$ cat src/design/bpe_pkg.sv
// Shared constants, payload types and control structs for the branch path enumerator.
`timescale 1ns / 1ps
`default_nettype none

package bpe_pkg;

  localparam int unsigned StackDepth = 64;
  localparam int unsigned FracBits   = 16;

  localparam int unsigned ValW   = FracBits + 1;
  localparam int unsigned ProdW  = 2 * ValW;
  localparam int unsigned AddrW  = $clog2(StackDepth);
  localparam int unsigned CountW = $clog2(StackDepth + 1);
  localparam int unsigned PosW   = $clog2(2 * StackDepth);

  localparam logic [ValW-1:0]   OneFix    = {1'b1, {FracBits{1'b0}}};
  localparam logic [PosW-1:0]   PosMax    = PosW'(2 * StackDepth - 1);
  localparam logic [CountW-1:0] DepthFull = CountW'(StackDepth);

  localparam logic [1:0] KindCheck = 2'd0;
  localparam logic [1:0] KindRound = 2'd1;
  localparam logic [1:0] KindClear = 2'd2;

  typedef struct packed {
    logic [1:0]      kind;
    logic            branch_taken;
    logic [ValW-1:0] tendency;
  } in_item_t;

  typedef struct packed {
    logic            truth_out;
    logic            more_rounds;
    logic [ValW-1:0] weight;
    logic            overflow;
  } out_item_t;

  typedef struct packed {
    logic load;
    logic exec;
    logic replay_mul;
    logic pop_read;
    logic pop_check;
    logic finish;
  } dp_cmd_t;

  typedef struct packed {
    logic is_replay;
    logic is_round;
    logic stack_empty;
    logic top_falsified;
    logic out_free;
  } dp_stat_t;

endpackage

`default_nettype wire

$ cat src/design/bpe_ctrl.sv
// Sequencing state machine of the branch path enumerator.
`timescale 1ns / 1ps
`default_nettype none

module bpe_ctrl (
  input  wire logic             clk_i,
  input  wire logic             rst_ni,
  input  wire logic             in_valid_i,
  output logic                  in_ready_o,
  input  wire bpe_pkg::dp_stat_t stat_i,
  output bpe_pkg::dp_cmd_t      cmd_o
);

  localparam logic [2:0] StIdle   = 3'd0;
  localparam logic [2:0] StExec   = 3'd1;
  localparam logic [2:0] StRmul   = 3'd2;
  localparam logic [2:0] StPopRd  = 3'd3;
  localparam logic [2:0] StPopChk = 3'd4;
  localparam logic [2:0] StFin    = 3'd5;

  logic [2:0] state_q, state_d;

  always_comb begin
    state_d    = state_q;
    cmd_o      = '0;
    in_ready_o = 1'b0;
    case (state_q)
      StIdle: begin
        in_ready_o = 1'b1;
        if (in_valid_i) begin
          cmd_o.load = 1'b1;
          state_d    = StExec;
        end
      end
      StExec: begin
        cmd_o.exec = 1'b1;
        if (stat_i.is_replay) begin
          state_d = StRmul;
        end else if (stat_i.is_round) begin
          state_d = StPopRd;
        end else begin
          state_d = StFin;
        end
      end
      StRmul: begin
        cmd_o.replay_mul = 1'b1;
        state_d          = StFin;
      end
      StPopRd: begin
        if (stat_i.stack_empty) begin
          state_d = StFin;
        end else begin
          cmd_o.pop_read = 1'b1;
          state_d        = StPopChk;
        end
      end
      StPopChk: begin
        cmd_o.pop_check = 1'b1;
        state_d = stat_i.top_falsified ? StPopRd : StFin;
      end
      StFin: begin
        if (stat_i.out_free) begin
          cmd_o.finish = 1'b1;
          state_d      = StIdle;
        end
      end
      default: begin
        state_d = StIdle;
      end
    endcase
  end

  always_ff @(posedge clk_i or negedge rst_ni) begin
    if (!rst_ni) begin
      state_q <= StIdle;
    end else begin
      state_q <= state_d;
    end
  end

endmodule

`default_nettype wire

$ cat src/design/bpe_datapath.sv
// Flag stack memory, path state registers, weight multiplier and output register.
`timescale 1ns / 1ps
`default_nettype none

module bpe_datapath (
  input  wire logic              clk_i,
  input  wire logic              rst_ni,
  input  wire bpe_pkg::in_item_t in_item_i,
  input  wire bpe_pkg::dp_cmd_t  cmd_i,
  output bpe_pkg::dp_stat_t      stat_o,
  output logic                   out_valid_o,
  input  wire logic              out_stall_i,
  output bpe_pkg::out_item_t     out_item_o
);

  // Flag memory: 1 means falsified.
  logic flag_mem [bpe_pkg::StackDepth];
  logic rd_q;

  bpe_pkg::in_item_t item_q;
  logic [bpe_pkg::CountW-1:0] count_q;
  logic [bpe_pkg::PosW-1:0]   pos_q;
  logic                       has_last_q;
  logic [bpe_pkg::AddrW-1:0]  last_pos_q;
  logic [bpe_pkg::ValW-1:0]   weight_q;
  logic [bpe_pkg::ProdW-1:0]  prod_q;
  logic                       mul_pend_q;
  logic                       truth_q, more_q, ovf_q;
  logic                       out_valid_q;
  bpe_pkg::out_item_t         out_q;

  logic                       is_check, tend_pass, record_phase, is_record;
  logic                       fals;
  logic [bpe_pkg::ValW-1:0]   factor;
  logic [bpe_pkg::AddrW-1:0]  top_addr;
  logic [bpe_pkg::AddrW-1:0]  rd_addr;
  logic                       rd_en;
  logic [bpe_pkg::AddrW-1:0]  wr_addr;
  logic                       wr_en, wr_data;
  logic [bpe_pkg::PosW-1:0]   pos_next;
  logic [bpe_pkg::ValW-1:0]   new_weight;

  assign is_check     = (item_q.kind == bpe_pkg::KindCheck);
  // A tendency of zero, or of one and above, passes the outcome straight through.
  assign tend_pass    = (item_q.tendency == '0) || item_q.tendency[bpe_pkg::ValW-1];
  assign record_phase = !has_last_q || (pos_q > bpe_pkg::PosW'(last_pos_q));
  assign is_record    = is_check && !tend_pass && record_phase;
  assign fals         = rd_q && (pos_q < bpe_pkg::PosW'(count_q));
  assign top_addr     = bpe_pkg::AddrW'(count_q - bpe_pkg::CountW'(1));
  assign pos_next     = (pos_q == bpe_pkg::PosMax) ? pos_q : pos_q + bpe_pkg::PosW'(1);
  assign new_weight   = mul_pend_q ? prod_q[bpe_pkg::FracBits +: bpe_pkg::ValW] : weight_q;

  always_comb begin
    if (cmd_i.replay_mul && fals) begin
      factor = bpe_pkg::OneFix - item_q.tendency;
    end else begin
      factor = item_q.tendency;
    end
  end

  always_comb begin
    rd_en   = 1'b0;
    rd_addr = top_addr;
    if (cmd_i.exec && stat_o.is_replay) begin
      rd_en   = 1'b1;
      rd_addr = pos_q[bpe_pkg::AddrW-1:0];
    end else if (cmd_i.pop_read) begin
      rd_en = 1'b1;
    end
  end

  always_comb begin
    wr_en   = 1'b0;
    wr_addr = top_addr;
    wr_data = 1'b1;
    if (cmd_i.exec && is_record && (count_q < bpe_pkg::DepthFull)) begin
      wr_en   = 1'b1;
      wr_addr = count_q[bpe_pkg::AddrW-1:0];
      wr_data = 1'b0;
    end else if (cmd_i.pop_check && !rd_q) begin
      wr_en = 1'b1;
    end
  end

  always_ff @(posedge clk_i) begin
    if (wr_en) begin
      flag_mem[wr_addr] <= wr_data;
    end
    if (rd_en) begin
      rd_q <= flag_mem[rd_addr];
    end
  end

  // Payload registers.
  always_ff @(posedge clk_i) begin
    if (cmd_i.load) begin
      item_q <= in_item_i;
    end
    if ((cmd_i.exec && is_record) || cmd_i.replay_mul) begin
      prod_q <= bpe_pkg::ProdW'(weight_q) * bpe_pkg::ProdW'(factor);
    end
    if (cmd_i.finish) begin
      out_q.truth_out   <= truth_q;
      out_q.more_rounds <= more_q;
      out_q.weight      <= new_weight;
      out_q.overflow    <= ovf_q;
    end
  end

  // Path state and per-item result flags.
  always_ff @(posedge clk_i or negedge rst_ni) begin
    if (!rst_ni) begin
      count_q     <= '0;
      pos_q       <= '0;
      has_last_q  <= 1'b0;
      last_pos_q  <= '0;
      weight_q    <= bpe_pkg::OneFix;
      mul_pend_q  <= 1'b0;
      truth_q     <= 1'b0;
      more_q      <= 1'b0;
      ovf_q       <= 1'b0;
      out_valid_q <= 1'b0;
    end else begin
      if (cmd_i.load) begin
        mul_pend_q <= 1'b0;
        truth_q    <= 1'b0;
        more_q     <= 1'b0;
        ovf_q      <= 1'b0;
      end
      if (cmd_i.exec) begin
        if (is_check && (tend_pass || record_phase)) begin
          truth_q <= item_q.branch_taken;
        end
        if (is_record) begin
          if (count_q < bpe_pkg::DepthFull) begin
            count_q <= count_q + bpe_pkg::CountW'(1);
          end else begin
            ovf_q <= 1'b1;
          end
          mul_pend_q <= 1'b1;
          pos_q      <= pos_next;
        end
        if (item_q.kind == bpe_pkg::KindClear) begin
          count_q    <= '0;
          pos_q      <= '0;
          has_last_q <= 1'b0;
          last_pos_q <= '0;
          weight_q   <= bpe_pkg::OneFix;
        end
      end
      if (cmd_i.replay_mul) begin
        truth_q    <= item_q.branch_taken ^ fals;
        mul_pend_q <= 1'b1;
        pos_q      <= pos_next;
      end
      if (cmd_i.pop_check) begin
        if (rd_q) begin
          count_q <= count_q - bpe_pkg::CountW'(1);
        end else begin
          has_last_q <= 1'b1;
          last_pos_q <= top_addr;
          weight_q   <= bpe_pkg::OneFix;
          pos_q      <= '0;
          more_q     <= 1'b1;
        end
      end
      if (cmd_i.finish) begin
        weight_q    <= new_weight;
        out_valid_q <= 1'b1;
      end else if (!out_stall_i) begin
        out_valid_q <= 1'b0;
      end
    end
  end

  assign stat_o.is_replay     = is_check && !tend_pass && !record_phase;
  assign stat_o.is_round      = (item_q.kind == bpe_pkg::KindRound);
  assign stat_o.stack_empty   = (count_q == '0);
  assign stat_o.top_falsified = rd_q;
  assign stat_o.out_free      = !out_valid_q || !out_stall_i;

  assign out_valid_o = out_valid_q;
  assign out_item_o  = out_q;

endmodule

`default_nettype wire

$ cat src/design/branch_path_enumerator_core.sv
// Top level of the branch path enumerator: controller plus datapath.
// The block walks, depth first, every path through a program's soft branches.
// Input channel (in_valid_i / in_stall_o / in_item_i): one transfer per item,
// taken when valid is high and stall is low. An item is a branch check, a
// next-round request or a new-tape clear. Output channel (out_valid_o /
// out_stall_i / out_item_o): one result transfer per input item, in order.
// Replay-phase checks register the flag memory read before the multiply;
// a next-round request pops falsified flags off the stack, each pop being
// one registered read of the flag memory and one compare. One item is in
// flight at a time: no new item is taken until the last one has finished.
// A finished result
// sits in the output register; while the receiver stalls, the next item is
// still taken, but its result waits in the final state until the register
// frees. Reset empties the stack, zeroes the position, forgets the last
// falsified marker and sets the path weight to 1.0; the flag memory itself is
// not cleared and needs no clearing pass.
`timescale 1ns / 1ps
`default_nettype none

module branch_path_enumerator_core (
  input  wire logic              clk_i,
  input  wire logic              rst_ni,
  input  wire logic              in_valid_i,
  output logic                   in_stall_o,
  input  wire bpe_pkg::in_item_t in_item_i,
  output logic                   out_valid_o,
  input  wire logic              out_stall_i,
  output bpe_pkg::out_item_t     out_item_o
);

  bpe_pkg::dp_cmd_t  cmd;
  bpe_pkg::dp_stat_t stat;
  logic              in_ready;

  // The controller sequences each item; the datapath holds the flag stack and all path state.
  bpe_ctrl u_ctrl (
    .clk_i      (clk_i),
    .rst_ni     (rst_ni),
    .in_valid_i (in_valid_i),
    .in_ready_o (in_ready),
    .stat_i     (stat),
    .cmd_o      (cmd)
  );

  bpe_datapath u_datapath (
    .clk_i       (clk_i),
    .rst_ni      (rst_ni),
    .in_item_i   (in_item_i),
    .cmd_i       (cmd),
    .stat_o      (stat),
    .out_valid_o (out_valid_o),
    .out_stall_i (out_stall_i),
    .out_item_o  (out_item_o)
  );

  // New items are taken only while the controller is idle.
  assign in_stall_o = !in_ready;

endmodule

`default_nettype wire
$ cat config.mk
export PLATFORM = sky130hd
export DESIGN_NAME = branch_path_enumerator_core
export DESIGN_NICKNAME = d
export VERILOG_FILES = /design/src/design/bpe_pkg.sv /design/src/design/bpe_ctrl.sv /design/src/design/bpe_datapath.sv /design/src/design/branch_path_enumerator_core.sv
export SDC_FILE = /design/constraint.sdc
export NUM_CORES = 1
export LEC_CHECK = 0
export CAP_MARGIN = 40
export CORE_UTILIZATION = 55
export DETAILED_ROUTE_END_ITERATION = 10
export DONT_BUFFER_PORTS = 1
export GPL_TIMING_DRIVEN = 0
export PLACE_DENSITY_LB_ADDON = 0.15
export REMOVE_ABC_BUFFERS = 1
export SKIP_CTS_REPAIR_TIMING = 1
export SLEW_MARGIN = 20
export SYNTH_ARGS = -nofsm -noshare
export SYNTH_HDL_FRONTEND = slang
export SYNTH_SLANG_ARGS = --single-unit
$ cat constraint.sdc
create_clock -name clk_i -period 15.9 [get_ports clk_i]
set_input_delay 0.795 -clock clk_i [delete_from_list [all_inputs] [get_ports clk_i]]
set_output_delay 0.795 -clock clk_i [all_outputs]
set_load 0.01 [all_outputs]
==> metrics.txt, run 1 <==
min-delay worst type=input pin to async pin; ys async rst share=0.274; Rel. slew slack=0.385; initial antenna violation count=1; CP startpoint kind=flip-flop; Fmax=0.0934 GHz; # IOs=between 40 and 50; global-route wire length before repair=roughly 70 mm; Final Core Density=0.597; RD Place Congestion=0.894; via-per-instance ratio=5.90; pins over their slew limit=0; nets@finish=approximately 2200; chip width=about 180 um; grt total ovfl=0; routed vias=13000; Die Y=181 um; CTS Buffer Depth=2; CP max FO=17; Inserted Clock Buffers=17; Final TNS setup=0 ps; clock root cell=clkbuf_16; Synth Cell Area=between 0.015 and 0.02 mm^2; share of cells above drive strength 1=0.0644; CTS H-Tree Depth=4; Worst setup EP type=flip-flop; FF+latch count, synth=168; Top FF cell, synth=edfxtp_1; Setup Skew=around 12 ps; largest net degree at the start of global routing=47; Area after DPL=approximately 0.018 mm^2; core footprint=0.0316 mm^2; clk slew on worst S/H paths=70 ps; sequential area share after synthesis=0.273; count of cell types in the netlist=69; post-route design area=approximately 0.019 mm^2; WL/cell=around 20 um; commonest non-fill, non-tap cell in the layout=inv_1; CTS tree=yes; Buffers on Ports=0; Initial DRC Count=1175; Worst Max-Slew Pin Slew=923 ps; critical path class=flip-flop to flip-flop; Yosys top cell by area=fa_1; status=complete, no violations; Worst Path Required=16090 ps; Worst EP arrival=10900 ps; Crit path largest cell delay=690 ps; DR pass1 iterations=6; Cells after Synth=1827; max-cap violation count=0; CP max-delay cell=o31ai_1; final setup fails=0; Post-synth EDFFs=approximately 120; Post-DRT Antenna Nets=0; unrepaired setup endpoints after global routing=false; Final Cycle Share=0.674; cell seen most often among critical-path stages=fa_1; Final Hold Vio Count=0; # rows=65; full die area=0.0328 mm^2; post-layout minimum cycle time=10710 ps; clk sinks=168; Initial Util=0.559; vias in the first global route=13200; most frequent cells in the layout=285 x inv_1, 257 x nand2_1, 221 x fa_1; most area-consuming cells after synthesis=fa_1 25%, edfxtp_1 21%, ha_1 8.4%; fillcell total=2702; DRC=0; HPWL Detailed=around 32 mm; GRT Util Overall=0.279; routed wire length=between 40 and 50 mm; Yosys top cell area share=0.251; area grow syn2layout=6.75%; Yosys warning count=0; worst skew pair latency=roughly 460 ps; Avg Synthesized Cell Area=9.65 um^2; diode count=0
==> state kept, by name, indices dropped and copies added, names as in the netlist, 3 cells and up <==
register               flops
u_ctrl.state_q             3
u_datapath.prod_q         17
u_datapath.pos_q           7
u_datapath.count_q         7
u_datapath.item_q         20
u_datapath.flag_mem       64
u_datapath.weight_q       17
u_datapath.last_pos_q      6
u_datapath.out_item_o     20
==> layer usage <==
layer,vias up,share of wire,GRT usage
met3,70,0.071,0.0490
met4,2,0.025,0.0905
met2,510,0.47,0.450
met5,-,0.00023,0
li1,5871,-,-
met1,6532,0.43,0.382
==> stage by stage <==
stage / setup WS (ps) / hold WS [ps] / cells
final: 5190 / 24.8 / 2202
after global routing: 4650 / 1.32 / 2202
after CTS: 4870 / 9.49 / 2194
after detailed placement: 4910 / 454 / 2162
after global placement: 4450 / 470 / 2138
after floorplan: 6560 / 425 / 1736
==> synthesized netlist by cell type (all sizes together) (16+ instances only) <==
cell and number:
edfxtp 122, nor3 21, nand2b 17, nor2 111
o21ai 39, fa 221, ha 119, dfrtp 45
and2 91, nand2 259, mux2 24, xnor2 31
buf 22, nor2b 51, nand3 27, inv 286
o2bb2ai 16, a21oi 47, a22oi 17, clkbuf 69
==> cell families (layout without fill, tap and decap cells) <==
group / after synthesis / after routing / synth area share
simple gates: 629 / 629 / 0.170
fa+ha+maj: 340 / 340 / 0.335
flops: 168 / 168 / 0.273
mux: 36 / 36 / 0.0221
buf+inv: 381 / 354 / 0.0828
xor+xnor: 40 / 40 / 0.0249
compound gates: 233 / 233 / 0.0921
==> cell type report <==
class	count	area [um^2]	share of cell area
Inverter	290	1090	0.0579
Multi-Input combinational cell	1278	11400	0.607
Clock inverter	11	118	0.00625
Sequential cell	168	4820	0.256
Clock buffer	21	503	0.0267
Tap cell	402	503	0.0267
Timing Repair Buffer	32	375	0.0199
==> worst paths after layout <==
kind	start	cells past startpoint	end	slack [ps]
max	u_datapath.count_q[1]	32	u_datapath.prod_q[32]	5190
max in group asynchronous	rst_ni	0	u_datapath.weight_q[16]	15690
max reg2reg	u_datapath.count_q[1]	32	u_datapath.prod_q[32]	5190
min reg2reg	u_datapath.ovf_q	0	u_datapath.out_item_o[0]	490
min	rst_ni	0	u_datapath.last_pos_q[2]	20
min in group clk_i	in_item_i[8]	0	u_datapath.item_q[8]	430
==> worst max-delay path: cells and delay by family (launching register included) <==
kind	cells	cell delay (ps)
AO/OA/AOI/OAI	14	4130
XOR/XNOR	2	1090
adder cells (fa/ha/maj)	8	3630
flip-flops	1	540
buffers and inverters	6	700
AND/OR/NAND/NOR	2	350
Power of run 1 is left out: the tool's default activity adds up to more than one toggle a clock period on the data nets, which glitch-free logic cannot reach.
==> inputs of run 2 (changes only) <==
ABC_AREA = 1   (was unset)
clock period = 10.1 ns   (was 15.9 ns; I/O delays follow)
==> run 2 against run 1 <==
Effect of this change:
- clock skew up 5.4 ps
- synthesized cell count up 11%
- routed wire length rose by 11%
- flip-flop and latch count stayed put
- non-clock buffer count is 14 lower
- cell area fell by 1.0%
- global-route usage up 3.0 points
- area after synthesis shrank 0.72%
- clock-buffer cell count shrank 3
- worst hold slack better by 110 ps
- critical path type unchanged
==> metrics.txt, run 2 <==
RD Place Congestion=0.930 (+4.1%); Avg Synthesized Cell Area=8.63 um^2 (-11%); Largest Register=u_datapath.flag_mem; worst reg2reg path depth=29 (-9.4%); WL met2=21.4 mm (+4.3%); Post-DRT Antenna Nets=0 (unchanged); metal3 WL=4.26 mm (+39%); Inserted Clock Buffers=17 (unchanged); Die Y=180 um (-0.36%); area grow syn2layout=6.44%; R2R Path End=u_datapath.prod_q[29]; CP max-delay cell=nand3_1; CP max FO=17 (unchanged); via-per-instance ratio=5.71 (-3.2%); vias in the first global route=13600 (+2.5%); diode count=0 (unchanged); final setup fails=0 (unchanged); Final Core Density=0.602 (+0.00475); Fmax=0.111 GHz (+19%); clk slew on worst S/H paths=80 ps (about the same); count of cell types in the netlist=55 (-20%); Initial Util=0.565 (+0.00608); most area-consuming cells after synthesis=fa_1 25%, edfxtp_1 21%, inv_1 9.2%; most frequent cell after synthesis=inv_1; CTS tree=yes; Yosys warning count=0 (unchanged); Final Hold Vio Count=0 (unchanged); Worst Path Required=10300 ps (-5790 ps); Largest register FFs=64 (unchanged); WL/cell=19.9 um (+1.2%); routed wire length=48.2 mm (+11%); full die area=0.0326 mm^2 (-0.72%); worst flop-to-flop path startpoint=u_datapath.count_q[4]; DRC=0 (unchanged); core footprint=0.0310 mm^2 (-1.8%); # rows=64 (-1.5%); dpl ws=1320 ps (-3590 ps); register area=0.00482 mm^2 (unchanged); min-delay worst type=input pin to flip-flop; largest net degree at the start of global routing=73 (+55%); unrepaired setup endpoints after global routing=false; share of cells above drive strength 1=0.0500 (-0.0145); CTS Buffer Depth=2 (unchanged); Area after DPL=0.0180 mm^2 (-0.91%); worst skew pair latency=460 ps (about the same); highest routed layer=met5; R2R setup slack=1110 ps (-4080 ps); initial antenna violation count=3 (+2); most frequent cells in the layout=429 x inv_1, 372 x nand2_1, 252 x nor2_1; commonest non-fill, non-tap cell in the layout=inv_1; crit path setup slack, layout=1110 ps (-4080 ps); Final TNS setup=0 ps (unchanged); FF+latch count, synth=168 (unchanged); Worst EP arrival=9180 ps (-1720 ps); sequential area share after synthesis=0.275 (+0.00199); Yosys top cell area share=0.253 (+0.00183); grt total ovfl=0 (unchanged); Crit path largest cell delay=610 ps (-80 ps); fillcell total=2718 (+0.59%); max-cap violation count=0 (unchanged); top cells by instance count after synthesis=430 x inv_1, 372 x nand2_1, 252 x nor2_1, 221 x fa_1, 122 x edfxtp_1; Rel. slew slack=0.500 (+0.115); routed vias=13800 (+6.2%); status=complete, no violations; # IOs=46 (unchanged); Setup Skew=16.9 ps (+5.39 ps); global-route wire length before repair=75.7 mm (+7.4%); critical path class=flip-flop to flip-flop; CP startpoint kind=flip-flop; Final Cycle Share=0.890 (+0.216); pins over their slew limit=0 (unchanged); startpoint of the worst hold path=in_item_i[16]; Post-synth EDFFs=122 (unchanged); Hold Path Depth=0; Initial DRC Count=1345 (+14%); end of the worst hold path=u_datapath.item_q[16]; CTS H-Tree Depth=4 (unchanged); Worst setup EP type=flip-flop; ys async rst share=0.274 (unchanged); post-layout minimum cycle time=8990 ps (-1720 ps); clk sinks=168 (unchanged); Cells after Synth=2030 (+11%); clock root cell=clkbuf_16; Buffers on Ports=0 (unchanged); Yosys top cell by area=fa_1; footprint of the multi-input gates=0.0108 mm^2 (-5.7%); Top FF cell, synth=edfxtp_1; Worst Max-Slew Pin Slew=748 ps (-174 ps); GRT Util Overall=0.309 (+0.0303); post-route design area=0.0186 mm^2 (-1.0%); chip width=180 um (-0.36%); Synth Cell Area=0.0175 mm^2 (-0.72%); nets@finish=2372 (+10%); HPWL Detailed=36.7 mm (+15%); DR pass1 iterations=5 (-1); wl on met1=20.9 mm (+12%)
==> run 2: cell types whose count changed in the layout (fill, tap and decap cells not counted), moves of 16 or more <==
cell / delta
nand4_1: +16
mux2_2: -24
nor2b_1: -51
nand2b_1: -17
nand2_1: +115
o21ai_0: +21
inv_1: +144
and2_1: -91
a22oi_1: -17
o2bb2ai_1: -16
nor2_1: +142
nand3_1: +66
xor2_1: +23
==> run 2: logic make-up (layout without fill, tap and decap cells) <==
| kind of cell | after synthesis | after routing | synth area share |
|---|---|---|---|
| AND/OR/NAND/NOR | 796 | 796 | 0.192 |
| XOR/XNOR | 44 | 44 | 0.0220 |
| adder cells (fa/ha/maj) | 340 | 340 | 0.338 |
| buffers and inverters | 507 | 498 | 0.111 |
| AO/OA/AOI/OAI | 175 | 175 | 0.0628 |
| flip-flops | 168 | 168 | 0.275 |
==> run 2: worst max path at each step <==
stage / startpoint / endpoint / cells past startpoint
floorplan: u_datapath.count_q[4] / u_datapath.prod_q[29] / 28
global placement: u_datapath.count_q[6] / u_datapath.prod_q[29] / 26
detailed placement: u_datapath.count_q[4] / u_datapath.prod_q[29] / 29
CTS: u_datapath.count_q[4] / u_datapath.prod_q[29] / 29
global route: u_datapath.count_q[4] / u_datapath.prod_q[29] / 29
finish: u_datapath.count_q[4] / u_datapath.prod_q[29] / 29
==> run 2: through the flow <==
stage	std cells	hold WS [ps]
finish	2417	139
global route	2417	122
CTS	2413	-275
detailed placement	2381	216
global placement	2367	216
floorplan	1971	209
==> run 2: critical path, delay by kind of cell, from the launching register on <==
| family | cells | cell delay (ps) |
|---|---|---|
| buffers and inverters | 6 | 1190 |
| adder cells (fa/ha/maj) | 8 | 3580 |
| flip-flops | 1 | 510 |
| AND/OR/NAND/NOR | 9 | 2420 |
| XOR/XNOR | 1 | 170 |
| AO/OA/AOI/OAI | 5 | 850 |
==> run 2: layer usage <==
layer | GRT usage | vias up
met2 | 0.467 | 651
met4 | 0.0998 | 6
met1 | 0.449 | 6807
li1 | - | 6229
met3 | 0.0594 | 102
met5 | 0 | -
==> run 2: cell type report <==
| cell class | count | share of cell area |
|---|---|---|
| Timing Repair Buffer | 18 | 0.0132 |
| Clock buffer | 18 | 0.0236 |
| Tap cell | 396 | 0.0266 |
| Sequential cell | 168 | 0.258 |
| Multi-Input combinational cell | 1355 | 0.578 |
| Inverter | 448 | 0.0906 |
| Clock inverter | 14 | 0.00946 |
Power of run 2 is left out for the same reason.
==> inputs of run 3 (changes only) <==
RECOVER_POWER = 50   (was unset)
==> run 3 against run 2 <==
Effect of this change:
- the flow now finishes with violations (capacitance limit, slew limit)
- routed wire length barely moved
- non-clock buffer count unchanged
- worst hold slack worse by 2.2 ps
- highest routed layer unchanged
- critical path depth fell by 2
- flip-flop and latch count stayed put
- cell area down 0.38%
==> metrics.txt, run 3 (synthesis results as in run 2) <==
initial antenna violation count=3 (unchanged); end of the worst hold path=u_datapath.item_q[16]; Post-DRT Antenna Nets=0 (unchanged); routed wire length=48.2 mm (about the same); footprint of the multi-input gates=0.0108 mm^2 (unchanged); register area=0.00482 mm^2 (unchanged); CP max FO=17 (unchanged); # IOs=46 (unchanged); HPWL Detailed=36.7 mm (unchanged); WL/cell=19.9 um (about the same); CP startpoint kind=flip-flop; Die Y=180 um (unchanged); Worst Path Required=10300 ps (about the same); largest net degree at the start of global routing=73 (unchanged); R2R setup slack=1060 ps (-50 ps); DR pass1 iterations=7 (+2); nets@finish=2372 (unchanged); full die area=0.0326 mm^2 (unchanged); vias in the first global route=13600 (unchanged); final setup fails=0 (unchanged); via-per-instance ratio=5.69 (-0.33%); Initial DRC Count=1453 (+8.0%); CTS Buffer Depth=2 (unchanged); most frequent cells in the layout=431 x inv_1, 372 x nand2_1, 252 x nor2_1; Hold Path Depth=0 (unchanged); core footprint=0.0310 mm^2 (unchanged); DRC=0 (unchanged); area grow syn2layout=6.04%; share of cells above drive strength 1=0.0465 (-0.00346); Final Cycle Share=0.895 (+0.00544); Rel. slew slack=-0.964 (-1.46); Worst Max-Slew Pin Slew=2950 ps (+2200 ps); global-route wire length before repair=75.7 mm (unchanged); R2R Path End=u_datapath.prod_q[29]; Final Hold Vio Count=0 (unchanged); chip width=180 um (unchanged); routed vias=13700 (-0.33%); commonest non-fill, non-tap cell in the layout=inv_1; worst flop-to-flop path startpoint=u_datapath.count_q[4]; worst skew pair latency=460 ps (about the same); grt total ovfl=0 (unchanged); startpoint of the worst hold path=in_item_i[16]; CTS tree=yes; critical path class=flip-flop to flip-flop; fillcell total=2730 (+0.44%); max-cap violation count=1 (+1); clk sinks=168 (unchanged); diode count=0 (unchanged); post-layout minimum cycle time=9040 ps (+54.9 ps); Final TNS setup=0 ps (unchanged); Largest register FFs=64 (unchanged); unrepaired setup endpoints after global routing=false; Fmax=0.111 GHz (-0.61%); Initial Util=0.565 (unchanged); min-delay worst type=input pin to flip-flop; dpl ws=1320 ps (unchanged); crit path setup slack, layout=1060 ps (-54.9 ps); CTS H-Tree Depth=4 (unchanged); GRT Util Overall=0.309 (unchanged); Largest Register=u_datapath.flag_mem; clk slew on worst S/H paths=80 ps (about the same); status=finished with violations; # rows=64 (unchanged); Worst setup EP type=flip-flop; RD Place Congestion=0.930 (unchanged); failing checks=capacitance limit, slew limit; pins over their slew limit=47 (+47); worst reg2reg path depth=27 (-6.9%); Hold Slack=137 ps (-2.15 ps); Inserted Clock Buffers=17 (unchanged); Setup Skew=18.2 ps (+1.24 ps); Worst EP arrival=9240 ps (+60 ps); clock root cell=clkbuf_16; Buffers on Ports=0 (unchanged)
## run 3: how the worst max path moves through the flow
stage,start,to,cells past startpoint,slack (ps)
finish,u_datapath.count_q[4],u_datapath.prod_q[29],27,1060
global route,u_datapath.count_q[4],u_datapath.prod_q[29],29,530
CTS,u_datapath.count_q[4],u_datapath.prod_q[29],29,1260
detailed placement,u_datapath.count_q[4],u_datapath.prod_q[29],29,1320
global placement,u_datapath.count_q[6],u_datapath.prod_q[29],26,600
floorplan,u_datapath.count_q[4],u_datapath.prod_q[29],28,2640
## run 3: metal layers
layer	track usage	share of wire	up-vias	routed length, um
li1	-	-	6232	-
met1	0.449	0.43	6811	20800
met2	0.467	0.45	609	21500
met3	0.0594	0.090	91	4350
met4	0.0998	0.031	6	1490
met5	0	0.00085	-	41
## run 3: area by class of cell
| cell class | count | share of cell area |
|---|---|---|
| multi-input cells | 1355 | 0.580 |
| clock inverters | 14 | 0.00950 |
| inverters | 448 | 0.0909 |
| repair buffers | 18 | 0.00943 |
| well taps | 396 | 0.0267 |
| flip-flops and latches | 168 | 0.259 |
| clock buffers | 18 | 0.0237 |
## run 3: metrics by stage
stage	instances	instance area, um^2	utilization
after global placement	2367	17800	0.573
after CTS	2413	18600	0.600
after detailed placement	2381	18000	0.580
after global routing	2417	18600	0.599
after floorplan	1971	17300	-
final	2417	18600	0.599
## run 3: worst max-delay path: stages (launching register included)
cell	delay, ps
dfrtp_1	510
inv_1	150
ha_1	310
a21oi_1	150
nor2_1	60
a2111oi_2	250
nand3_1	610
inv_1	550
nand2_1	90
nand2_1	460
inv_1	330
nand2_1	160
fa_1	470
fa_1	580
fa_1	440
fa_1	550
fa_1	470
fa_1	490
inv_1	40
ha_1	360
nand2_1	180
nor4_1	530
nand4_1	190
nand3_1	270
nand2_1	90
o211ai_1	160
a21oi_1	130
xor2_1	170
Power of run 3 is left out for the same reason.
